### config.mk
export PLATFORM = sky130hd
export DESIGN_NAME = vector_picture_command_decoder
export DESIGN_NICKNAME = d
export VERILOG_FILES = /design/src/vpcd_pkg.sv /design/src/vpcd_core.sv /design/src/vector_picture_command_decoder.sv
export SDC_FILE = /design/constraint.sdc
export NUM_CORES = 1
export LEC_CHECK = 0
export ABC_AREA = 1
export BUFFER_PORTS_ARGS = -buffer_cell sky130_fd_sc_hd__buf_2
export CORE_ASPECT_RATIO = 0.9
export CORE_MARGIN = 1.5
export CORE_UTILIZATION = 35
export CTS_CLUSTER_DIAMETER = 150
export DETAILED_ROUTE_END_ITERATION = 6
export PLACE_DENSITY_LB_ADDON = 0.15
export SYNTH_ARGS = -nofsm -noshare
export SYNTH_HDL_FRONTEND = slang
export SYNTH_SLANG_ARGS = --single-unit
### constraint.sdc
create_clock -name clock -period 16 [get_ports clock]
set_clock_uncertainty 0.2 [all_clocks]
set_input_delay 3.2 -clock clock [delete_from_list [all_inputs] [get_ports clock]]
set_output_delay 3.2 -clock clock [all_outputs]
set_load 0.1 [all_outputs]
### src/vpcd_pkg.sv
// ----------------------------------------------------------------------------
// vpcd_pkg
// Shared types and codes for the vector picture command decoder.
// ----------------------------------------------------------------------------
package vpcd_pkg;

   // command nibbles (low nibble of an F0-FA byte)
   localparam logic [3:0] CMD_VIS_SET   = 4'h0;
   localparam logic [3:0] CMD_VIS_OFF   = 4'h1;
   localparam logic [3:0] CMD_PRI_SET   = 4'h2;
   localparam logic [3:0] CMD_PRI_OFF   = 4'h3;
   localparam logic [3:0] CMD_CORNER_Y  = 4'h4;
   localparam logic [3:0] CMD_CORNER_X  = 4'h5;
   localparam logic [3:0] CMD_ABS_LINE  = 4'h6;
   localparam logic [3:0] CMD_REL_LINE  = 4'h7;
   localparam logic [3:0] CMD_FILL      = 4'h8;
   localparam logic [3:0] CMD_BRUSH_SET = 4'h9;
   localparam logic [3:0] CMD_PLOT      = 4'hA;
   localparam logic [3:0] CMD_IDLE      = 4'hF;

   // argument phases
   localparam logic [1:0] PH_FIRST  = 2'd0;
   localparam logic [1:0] PH_SECOND = 2'd1;
   localparam logic [1:0] PH_THIRD  = 2'd2;
   localparam logic [1:0] PH_FOURTH = 2'd3;

   // result kinds
   localparam logic [2:0] KIND_PIXEL = 3'd0;
   localparam logic [2:0] KIND_LINE  = 3'd1;
   localparam logic [2:0] KIND_FILL  = 3'd2;
   localparam logic [2:0] KIND_BRUSH = 3'd3;
   localparam logic [2:0] KIND_END   = 3'd4;

   localparam logic [7:0] BYTE_CMD_MIN  = 8'hF0;
   localparam logic [7:0] BYTE_CMD_LAST = 8'hFA;
   localparam int         SPLATTER_BIT  = 5;

   localparam int TDATA_W = 72;
   localparam int TUSER_W = 3;

   typedef struct packed {
      logic [2:0] cmd_kind;
      logic [7:0] from_x;
      logic [7:0] from_y;
      logic [7:0] to_x;
      logic [7:0] to_y;
      logic       visual_on;
      logic [7:0] visual_colour;
      logic       priority_on;
      logic [7:0] priority_colour;
      logic [7:0] brush_code;
      logic [6:0] brush_number;
   } result_type;

endpackage

### src/vpcd_core.sv
// ----------------------------------------------------------------------------
// vpcd_core
// Command state and per-byte decode; gives at most one result per byte.
// ----------------------------------------------------------------------------
module vpcd_core #(
   parameter int PIC_WIDTH  = 160,
   parameter int PIC_HEIGHT = 168
) (
   input  logic                 clock,
   input  logic                 reset,
   input  logic                 byte_take,
   input  logic [7:0]           pic_byte,
   output logic                 res_valid,
   output vpcd_pkg::result_type res
);

   localparam logic [7:0] WIDTH8  = PIC_WIDTH[7:0];
   localparam logic [7:0] HEIGHT8 = PIC_HEIGHT[7:0];

   logic [3:0] cmd_ff, cmd_in;
   logic [1:0] phase_ff, phase_in;
   logic [7:0] pen_x_ff, pen_x_in, pen_y_ff, pen_y_in, pend_x_ff, pend_x_in;
   logic [7:0] vis_col_ff, vis_col_in, pri_col_ff, pri_col_in;
   logic       vis_en_ff, vis_en_in, pri_en_ff, pri_en_in;
   logic [7:0] brush_code_ff, brush_code_in;
   logic [6:0] brush_num_ff, brush_num_in;
   logic       finished_ff, finished_in;

   logic [2:0] size;
   logic [7:0] xlo, xhi, plot_x, plot_y, rel_x, rel_y;

   // brush centre clamp
   always_comb begin
      size = brush_code_ff[2:0];
      xlo  = {5'd0, 1'b0, size[2:1]} + 8'd1;
      xhi  = WIDTH8 - xlo;
      priority if (pend_x_ff < xlo) begin
         plot_x = xlo;
      end else if (pend_x_ff > xhi) begin
         plot_x = xhi;
      end else begin
         plot_x = pend_x_ff;
      end
      priority if (pic_byte < {5'd0, size}) begin
         plot_y = {5'd0, size};
      end else if (pic_byte >= HEIGHT8 - {5'd0, size}) begin
         plot_y = HEIGHT8 - 8'd1 - {5'd0, size};
      end else begin
         plot_y = pic_byte;
      end
   end

   // sign-magnitude displacement, wraps at 8 bits
   always_comb begin
      rel_x = pic_byte[7] ? pen_x_ff - {5'd0, pic_byte[6:4]}
                          : pen_x_ff + {5'd0, pic_byte[6:4]};
      rel_y = pic_byte[3] ? pen_y_ff - {5'd0, pic_byte[2:0]}
                          : pen_y_ff + {5'd0, pic_byte[2:0]};
   end

   always_comb begin
      logic       emit;
      logic [2:0] kind;
      logic [7:0] fx, fy, tx, ty;
      emit          = 1'b0;
      kind          = vpcd_pkg::KIND_PIXEL;
      fx            = 8'd0;
      fy            = 8'd0;
      tx            = 8'd0;
      ty            = 8'd0;
      cmd_in        = cmd_ff;
      phase_in      = phase_ff;
      pen_x_in      = pen_x_ff;
      pen_y_in      = pen_y_ff;
      pend_x_in     = pend_x_ff;
      vis_col_in    = vis_col_ff;
      vis_en_in     = vis_en_ff;
      pri_col_in    = pri_col_ff;
      pri_en_in     = pri_en_ff;
      brush_code_in = brush_code_ff;
      brush_num_in  = brush_num_ff;
      finished_in   = finished_ff;

      priority if (finished_ff) begin
         // hold: everything after the end is dropped
      end else if (cmd_ff == vpcd_pkg::CMD_VIS_SET || cmd_ff == vpcd_pkg::CMD_PRI_SET
                   || cmd_ff == vpcd_pkg::CMD_BRUSH_SET) begin
         // whole-byte argument, even a command code
         if (cmd_ff == vpcd_pkg::CMD_VIS_SET) begin
            vis_col_in = pic_byte;
            vis_en_in  = 1'b1;
         end else if (cmd_ff == vpcd_pkg::CMD_PRI_SET) begin
            pri_col_in = pic_byte;
            pri_en_in  = 1'b1;
         end else begin
            brush_code_in = pic_byte;
         end
         cmd_in   = vpcd_pkg::CMD_IDLE;
         phase_in = vpcd_pkg::PH_FIRST;
      end else if (pic_byte >= vpcd_pkg::BYTE_CMD_MIN) begin
         phase_in = vpcd_pkg::PH_FIRST;
         if (pic_byte > vpcd_pkg::BYTE_CMD_LAST) begin
            cmd_in      = vpcd_pkg::CMD_IDLE;
            finished_in = 1'b1;
            emit        = 1'b1;
            kind        = vpcd_pkg::KIND_END;
         end else if (pic_byte[3:0] == vpcd_pkg::CMD_VIS_OFF) begin
            vis_en_in = 1'b0;
            cmd_in    = vpcd_pkg::CMD_IDLE;
         end else if (pic_byte[3:0] == vpcd_pkg::CMD_PRI_OFF) begin
            pri_en_in = 1'b0;
            cmd_in    = vpcd_pkg::CMD_IDLE;
         end else begin
            cmd_in = pic_byte[3:0];
         end
      end else begin
         unique case (cmd_ff)
            vpcd_pkg::CMD_CORNER_Y, vpcd_pkg::CMD_CORNER_X,
            vpcd_pkg::CMD_ABS_LINE, vpcd_pkg::CMD_REL_LINE: begin
               if (phase_ff == vpcd_pkg::PH_FIRST) begin
                  pend_x_in = pic_byte;
                  phase_in  = vpcd_pkg::PH_SECOND;
               end else if (phase_ff == vpcd_pkg::PH_SECOND) begin
                  pen_x_in = pend_x_ff;
                  pen_y_in = pic_byte;
                  phase_in = vpcd_pkg::PH_THIRD;
                  emit     = 1'b1;
                  kind     = vpcd_pkg::KIND_PIXEL;
                  tx       = pend_x_ff;
                  ty       = pic_byte;
               end else if (cmd_ff == vpcd_pkg::CMD_REL_LINE) begin
                  emit = 1'b1;
                  tx   = rel_x;
                  ty   = rel_y;
               end else if (cmd_ff == vpcd_pkg::CMD_ABS_LINE) begin
                  if (phase_ff == vpcd_pkg::PH_THIRD) begin
                     pend_x_in = pic_byte;
                     phase_in  = vpcd_pkg::PH_FOURTH;
                  end else begin
                     phase_in = vpcd_pkg::PH_THIRD;
                     emit     = 1'b1;
                     tx       = pend_x_ff;
                     ty       = pic_byte;
                  end
               end else begin
                  // corner: axes alternate, F4 opens on y and F5 on x
                  emit     = 1'b1;
                  phase_in = (phase_ff == vpcd_pkg::PH_THIRD) ? vpcd_pkg::PH_FOURTH
                                                              : vpcd_pkg::PH_THIRD;
                  if ((phase_ff == vpcd_pkg::PH_THIRD) == (cmd_ff == vpcd_pkg::CMD_CORNER_Y))
                  begin
                     tx = pen_x_ff;
                     ty = pic_byte;
                  end else begin
                     tx = pic_byte;
                     ty = pen_y_ff;
                  end
               end
               if (emit && phase_ff != vpcd_pkg::PH_SECOND) begin
                  kind     = vpcd_pkg::KIND_LINE;
                  fx       = pen_x_ff;
                  fy       = pen_y_ff;
                  pen_x_in = tx;
                  pen_y_in = ty;
               end
            end
            vpcd_pkg::CMD_FILL: begin
               if (phase_ff == vpcd_pkg::PH_FIRST) begin
                  pend_x_in = pic_byte;
                  phase_in  = vpcd_pkg::PH_SECOND;
               end else begin
                  phase_in = vpcd_pkg::PH_FIRST;
                  emit     = 1'b1;
                  kind     = vpcd_pkg::KIND_FILL;
                  tx       = pend_x_ff;
                  ty       = pic_byte;
               end
            end
            vpcd_pkg::CMD_PLOT: begin
               if (phase_ff == vpcd_pkg::PH_FIRST) begin
                  if (brush_code_ff[vpcd_pkg::SPLATTER_BIT]) begin
                     brush_num_in = pic_byte[7:1];
                     phase_in     = vpcd_pkg::PH_SECOND;
                  end else begin
                     pend_x_in = pic_byte;
                     phase_in  = vpcd_pkg::PH_THIRD;
                  end
               end else if (phase_ff == vpcd_pkg::PH_SECOND) begin
                  pend_x_in = pic_byte;
                  phase_in  = vpcd_pkg::PH_THIRD;
               end else begin
                  phase_in = vpcd_pkg::PH_FIRST;
                  emit     = 1'b1;
                  kind     = vpcd_pkg::KIND_BRUSH;
                  tx       = plot_x;
                  ty       = plot_y;
               end
            end
            default: begin
               // stray low byte: drop
            end
         endcase
      end

      res_valid           = byte_take & emit;
      res.cmd_kind        = kind;
      res.from_x          = fx;
      res.from_y          = fy;
      res.to_x            = tx;
      res.to_y            = ty;
      res.visual_on       = vis_en_ff;
      res.visual_colour   = vis_col_ff;
      res.priority_on     = pri_en_ff;
      res.priority_colour = pri_col_ff;
      res.brush_code      = brush_code_ff;
      res.brush_number    = brush_num_ff;
   end

   always_ff @(posedge clock) begin
      if (reset) begin
         cmd_ff        <= vpcd_pkg::CMD_IDLE;
         phase_ff      <= vpcd_pkg::PH_FIRST;
         pen_x_ff      <= 8'd0;
         pen_y_ff      <= 8'd0;
         pend_x_ff     <= 8'd0;
         vis_col_ff    <= 8'd0;
         vis_en_ff     <= 1'b0;
         pri_col_ff    <= 8'd0;
         pri_en_ff     <= 1'b0;
         brush_code_ff <= 8'd0;
         brush_num_ff  <= 7'd0;
         finished_ff   <= 1'b0;
      end else if (byte_take) begin
         cmd_ff        <= cmd_in;
         phase_ff      <= phase_in;
         pen_x_ff      <= pen_x_in;
         pen_y_ff      <= pen_y_in;
         pend_x_ff     <= pend_x_in;
         vis_col_ff    <= vis_col_in;
         vis_en_ff     <= vis_en_in;
         pri_col_ff    <= pri_col_in;
         pri_en_ff     <= pri_en_in;
         brush_code_ff <= brush_code_in;
         brush_num_ff  <= brush_num_in;
         finished_ff   <= finished_in;
      end
   end

endmodule

### src/vector_picture_command_decoder.sv
// ----------------------------------------------------------------------------
// vector_picture_command_decoder
// Turns a vector picture byte stream into draw command words.
// ----------------------------------------------------------------------------
// One picture byte is taken per cycle while req_tready is high and is decoded
// against the command state in the same cycle; a byte that completes a command
// gives one word, registered into the output word register, or into the
// one-word skid register that backs it when the output is stalled. req_tready, a
// flop, drops only when both hold a word that the consumer has not yet taken;
// with rsp_tready high the rate is one byte per clock. Bytes after the
// end-of-picture word are taken and dropped until reset.
module vector_picture_command_decoder #(
   parameter int PIC_WIDTH  = 160,
   parameter int PIC_HEIGHT = 168
) (
   input  logic                          clock,
   input  logic                          reset,
   input  logic                          req_tvalid,
   output logic                          req_tready,
   input  logic [7:0]                    req_tdata,  // [7:0] pic_byte
   output logic                          rsp_tvalid,
   input  logic                          rsp_tready,
   // [7:0] from_x, [15:8] from_y, [23:16] to_x, [31:24] to_y, [32] visual_on,
   // [40:33] visual_colour, [41] priority_on, [49:42] priority_colour,
   // [57:50] brush_code, [64:58] brush_number, [71:65] zero
   output logic [vpcd_pkg::TDATA_W-1:0]  rsp_tdata,
   output logic [vpcd_pkg::TUSER_W-1:0]  rsp_tuser   // [2:0] cmd_kind
);

   logic                 take;
   logic                 res_valid;
   vpcd_pkg::result_type res;
   vpcd_pkg::result_type out_ff, skid_ff;
   logic                 out_v_ff, skid_v_ff;
   logic                 out_take;

   assign req_tready = ~skid_v_ff;
   assign take       = req_tvalid & req_tready;
   assign out_take   = out_v_ff & rsp_tready;

   vpcd_core #(
      .PIC_WIDTH  (PIC_WIDTH),
      .PIC_HEIGHT (PIC_HEIGHT)
   ) u_core (
      .clock     (clock),
      .reset     (reset),
      .byte_take (take),
      .pic_byte  (req_tdata),
      .res_valid (res_valid),
      .res       (res)
   );

   always_ff @(posedge clock) begin
      if (reset) begin
         out_v_ff  <= 1'b0;
         skid_v_ff <= 1'b0;
      end else if (skid_v_ff) begin
         if (out_take) begin
            out_v_ff  <= 1'b1;
            skid_v_ff <= 1'b0;
         end
      end else if (res_valid) begin
         if (out_v_ff && !rsp_tready) begin
            skid_v_ff <= 1'b1;
         end else begin
            out_v_ff <= 1'b1;
         end
      end else if (out_take) begin
         out_v_ff <= 1'b0;
      end
   end

   // payload: advance skid into output, or load the fresh word into output or skid
   always_ff @(posedge clock) begin
      if (skid_v_ff) begin
         if (out_take) begin
            out_ff <= skid_ff;
         end
      end else if (res_valid) begin
         if (out_v_ff && !rsp_tready) begin
            skid_ff <= res;
         end else begin
            out_ff <= res;
         end
      end
   end

   assign rsp_tvalid = out_v_ff;
   assign rsp_tuser  = out_ff.cmd_kind;
   assign rsp_tdata  = {7'd0, out_ff.brush_number, out_ff.brush_code,
                        out_ff.priority_colour, out_ff.priority_on,
                        out_ff.visual_colour, out_ff.visual_on,
                        out_ff.to_y, out_ff.to_x, out_ff.from_y, out_ff.from_x};

endmodule

==> metrics.csv <==
stage,metric,value,unit
outcome,status,"finished, final reports clean",
synthesis,synthFlopType,edfxtp_1,
timing,tightestPinTransition,1050,ps
clock_network,clock-sinks,202,
routing,drt_iter0_markers,822,
critical_path,crit_path_end_kind,register,
clock_network,cts_buffer_depth,3,
clock_network,cts_setup_buffers,0,
placed_design,place.gp.congestion,0.918,
critical_path,cp-start-kind,input port,
placed_design,hpwlAfterDp,21800,um
run,cap_violations,0,
pwr,power.total,1190,uW
routing,routed_via_density,5.15,
critical_path,r2r_end,rsp_tdata[33],
timing,finalCritPeriodShare,39.7,%
critical_path,cp_slowest_cell,clkinv_1,
clock_network,clkTransAtPathRegs,60,ps
synthesis,ys_ff_latch,202,
layout,n_antenna_cell,0,
critical_path,cp_cell_sequence,buf_2 -> clkinv_1 -> ha_1 -> ha_1 -> o21ai_0 -> ha_1 -> a21oi_1 -> nand2_1 -> nand3_1 -> nand2_1 -> nand2_1 -> nand3_1 -> nand2_1 -> nand2_1 -> nand2_1 -> nand2_1 -> nand3_1 -> nand2_1,
critical_path,critical_path_class,in -> reg,
synthesis,synth.avg_cell_area,8.34,um2
floorplan,die-area,31500,um2
clock_network,holdBufCountCts,0,
synthesis,synth_area_leader_cell,edfxtp_1,
floorplan,core,30000,um2
clock_network,cts_inserted_buffers,24,
critical_path,cp_top_family,adder cells,
synthesis,synth.distinct_cells,42,
global_route,grt_max_degree,82,
timing,relSlewSlack,30.0,%
worst_hold_path,min_path_type,reg -> reg,
synthesis,synth_common_cells,"nand2_1 (412), edfxtp_1 (136), inv_1 (101)",
clock_network,cts_tree,done,
layout,fin_util,40.7,%
synthesis,synth_cells,1278,
synthesis,synth_edf_count,136,
clock_network,root_buffer,clkbuf_16,
critical_path,max_stage_delay,470,ps
routing,routed_wl,32300,um
pwr,p_per_area,97.8,nW/um2
routing,ant_nets,0,
floorplan,fp-row-count,60,
global_route,grt_pass1_wl,50200,um
critical_path,worstPathMaxFanout,10,
layout,syn_to_final_growth,14.4,%
critical_path,arrival,6430,ps
layout,nNetsFinal,1392,
synthesis,async_flop_share,0,%
routing,via_count,9046,
clock_network,h-tree-depth,1,
worst_hold_path,hold_end,skid_ff[3],
timing,finalHoldViolCount,0,
synthesis,synth.most_common_cell,nand2_1,
timing,drv_slew,0,
synthesis,synth_top_area_share,38.3,%
routing,post-route-drc-count,0,
synthesis,netlist_top_cells_area,"edfxtp_1 (38%), nand2_1 (15%), dfxtp_1 (12%)",
clock_network,worst_skew_pair.late_latency,520,ps
critical_path,reg2reg_slack,12120,ps
global_route,antenna_found_initial,0,
global_route,track_usage,20.4,%
floorplan,ios,89,
pwr,power_leakage,0.00513,uW
timing,rsz0062_at_grt,no,
worst_hold_path,hp-start,u_core.brush_num_ff[3],
global_route,first_global_vias,8571,
placed_design,port_buffers,81,
critical_path,reg2reg_depth,10,
critical_path,worstPathRequired,16070,ps
critical_path,rr_startpoint,u_core.cmd_ff[0],
synthesis,syn_area,10700,um2
floorplan,die_y,169,um
timing,period_needed,6360,ps
global_route,grt_overflow,0,
clock_network,ctsResizeCount,0,
synthesis,synth_warnings,0,
floorplan,start_util,35.6,%
timing,finalSetupTns,0,ps
pwr,vdd_ir_drop_max,0.0594,mV
routing,wl_per_cell,18.4,um
layout,drive_above_1_share,13.3,%
synthesis,yosysSeqAreaShare,50.7,%
routing,first_pass_iters,6,
worst_hold_path,worstHoldPathCells,0,
floorplan,die_w,187,um
critical_path,critPathBufInv,2,
timing,fmax,157,MHz
critical_path,path_common_cell,nand2_1,
timing,finalSetupViolations,0,
## per-layer routing
layer	track usage, %	vias to the layer above	share of wire (%)
met5	0	-	0
met4	6.21	0	2.7
met3	2.88	62	6.6
met2	31.0	304	42
met1	30.1	4262	48
li1	-	4418	-
## where the power goes
group	internal, uW	total (uW)	switching, uW
sequential	552	553	1.14
clock	360	578	218
combinational	13.5	62.3	48.8
total	925	1190	268
## how the worst max path moves through the flow
stage,start,endpoint,slack [ps],cells past startpoint
final,req_tdata[4],rsp_tdata[21],9640,18
after detailed placement,req_tdata[4],rsp_tdata[21],9100,18
after global placement,req_tdata[4],rsp_tdata[21],9100,18
after floorplan,req_tdata[0],rsp_tdata[0],7810,10
after global routing,req_tdata[1],rsp_tdata[27],9320,17
after CTS,req_tdata[4],rsp_tdata[21],9630,18
## registers in the layout, indices dropped and copies added, names as in the netlist, 2 cells and up
name                  cells
skid_ff                  68
rsp_tdata                65
u_core.brush_code_ff      8
u_core.pen_x_ff           8
u_core.pen_y_ff           8
u_core.pend_x_ff          8
u_core.pri_col_ff         8
u_core.vis_col_ff         8
u_core.brush_num_ff       7
u_core.cmd_ff             4
rsp_tuser                 3
u_core.phase_ff           2
## cell families after synthesis
kind of cell	share of synthesized area, %
AOI/OAI and AO/OA	11.9
xor gates and xnor gates	0.411
adders and majority gates	5.07
buffers and inverters	7.08
DFF	50.7
other	0.0352
and+or+nand+nor	24.8
## per-stage QoR
stage | cells | cell area, um2 | setup slack (ps) | hold slack [ps]
3_3_place_gp | 1715 | 11400 | 9100 | 209
2_1_floorplan | 1285 | 10700 | 7810 | 208
3_5_place_dp | 1715 | 11400 | 9100 | 217
5_1_grt | 1758 | 12200 | 9320 | 244
4_1_cts | 1758 | 12200 | 9630 | 229
6_report | 1758 | 12200 | 9640 | 228
## layout make-up
type,count,area (um2)
fill,3085,17800
sequential,202,5410
multi-input combinational,904,4540
clock buffer,35,682
tap,403,504
timing repair buffer,91,480
inverter,115,432
clock inverter,8,155
## cells in the final DEF, fill, tap and decap left out, types with 4 or more instances in the layout
cell type / Yosys / layout
a21oi_1: 74 / 73
o21ai_0: 95 / 95
nand3_1: 99 / 99
clkbuf_8: 0 / 4
o22ai_1: 6 / 6
buf_4: 12 / 10
nor2_1: 45 / 44
inv_2: 10 / 12
nand2_1: 412 / 412
a31oi_1: 30 / 30
nor2_2: 10 / 11
conb_1: 1 / 8
dfxtp_1: 66 / 65
nor3_2: 9 / 9
buf_2: 18 / 81
nand4_1: 8 / 8
o211ai_1: 4 / 4
edfxtp_1: 136 / 136
bufinv_16: 0 / 4
clkbuf_16: 0 / 24
clkinv_1: 4 / 5
o21ai_1: 6 / 6
ha_1: 40 / 40
clkbuf_1: 22 / 7
nor3_1: 16 / 16
or2_2: 5 / 5
inv_1: 101 / 99
Power figures use the tool's default switching activity.
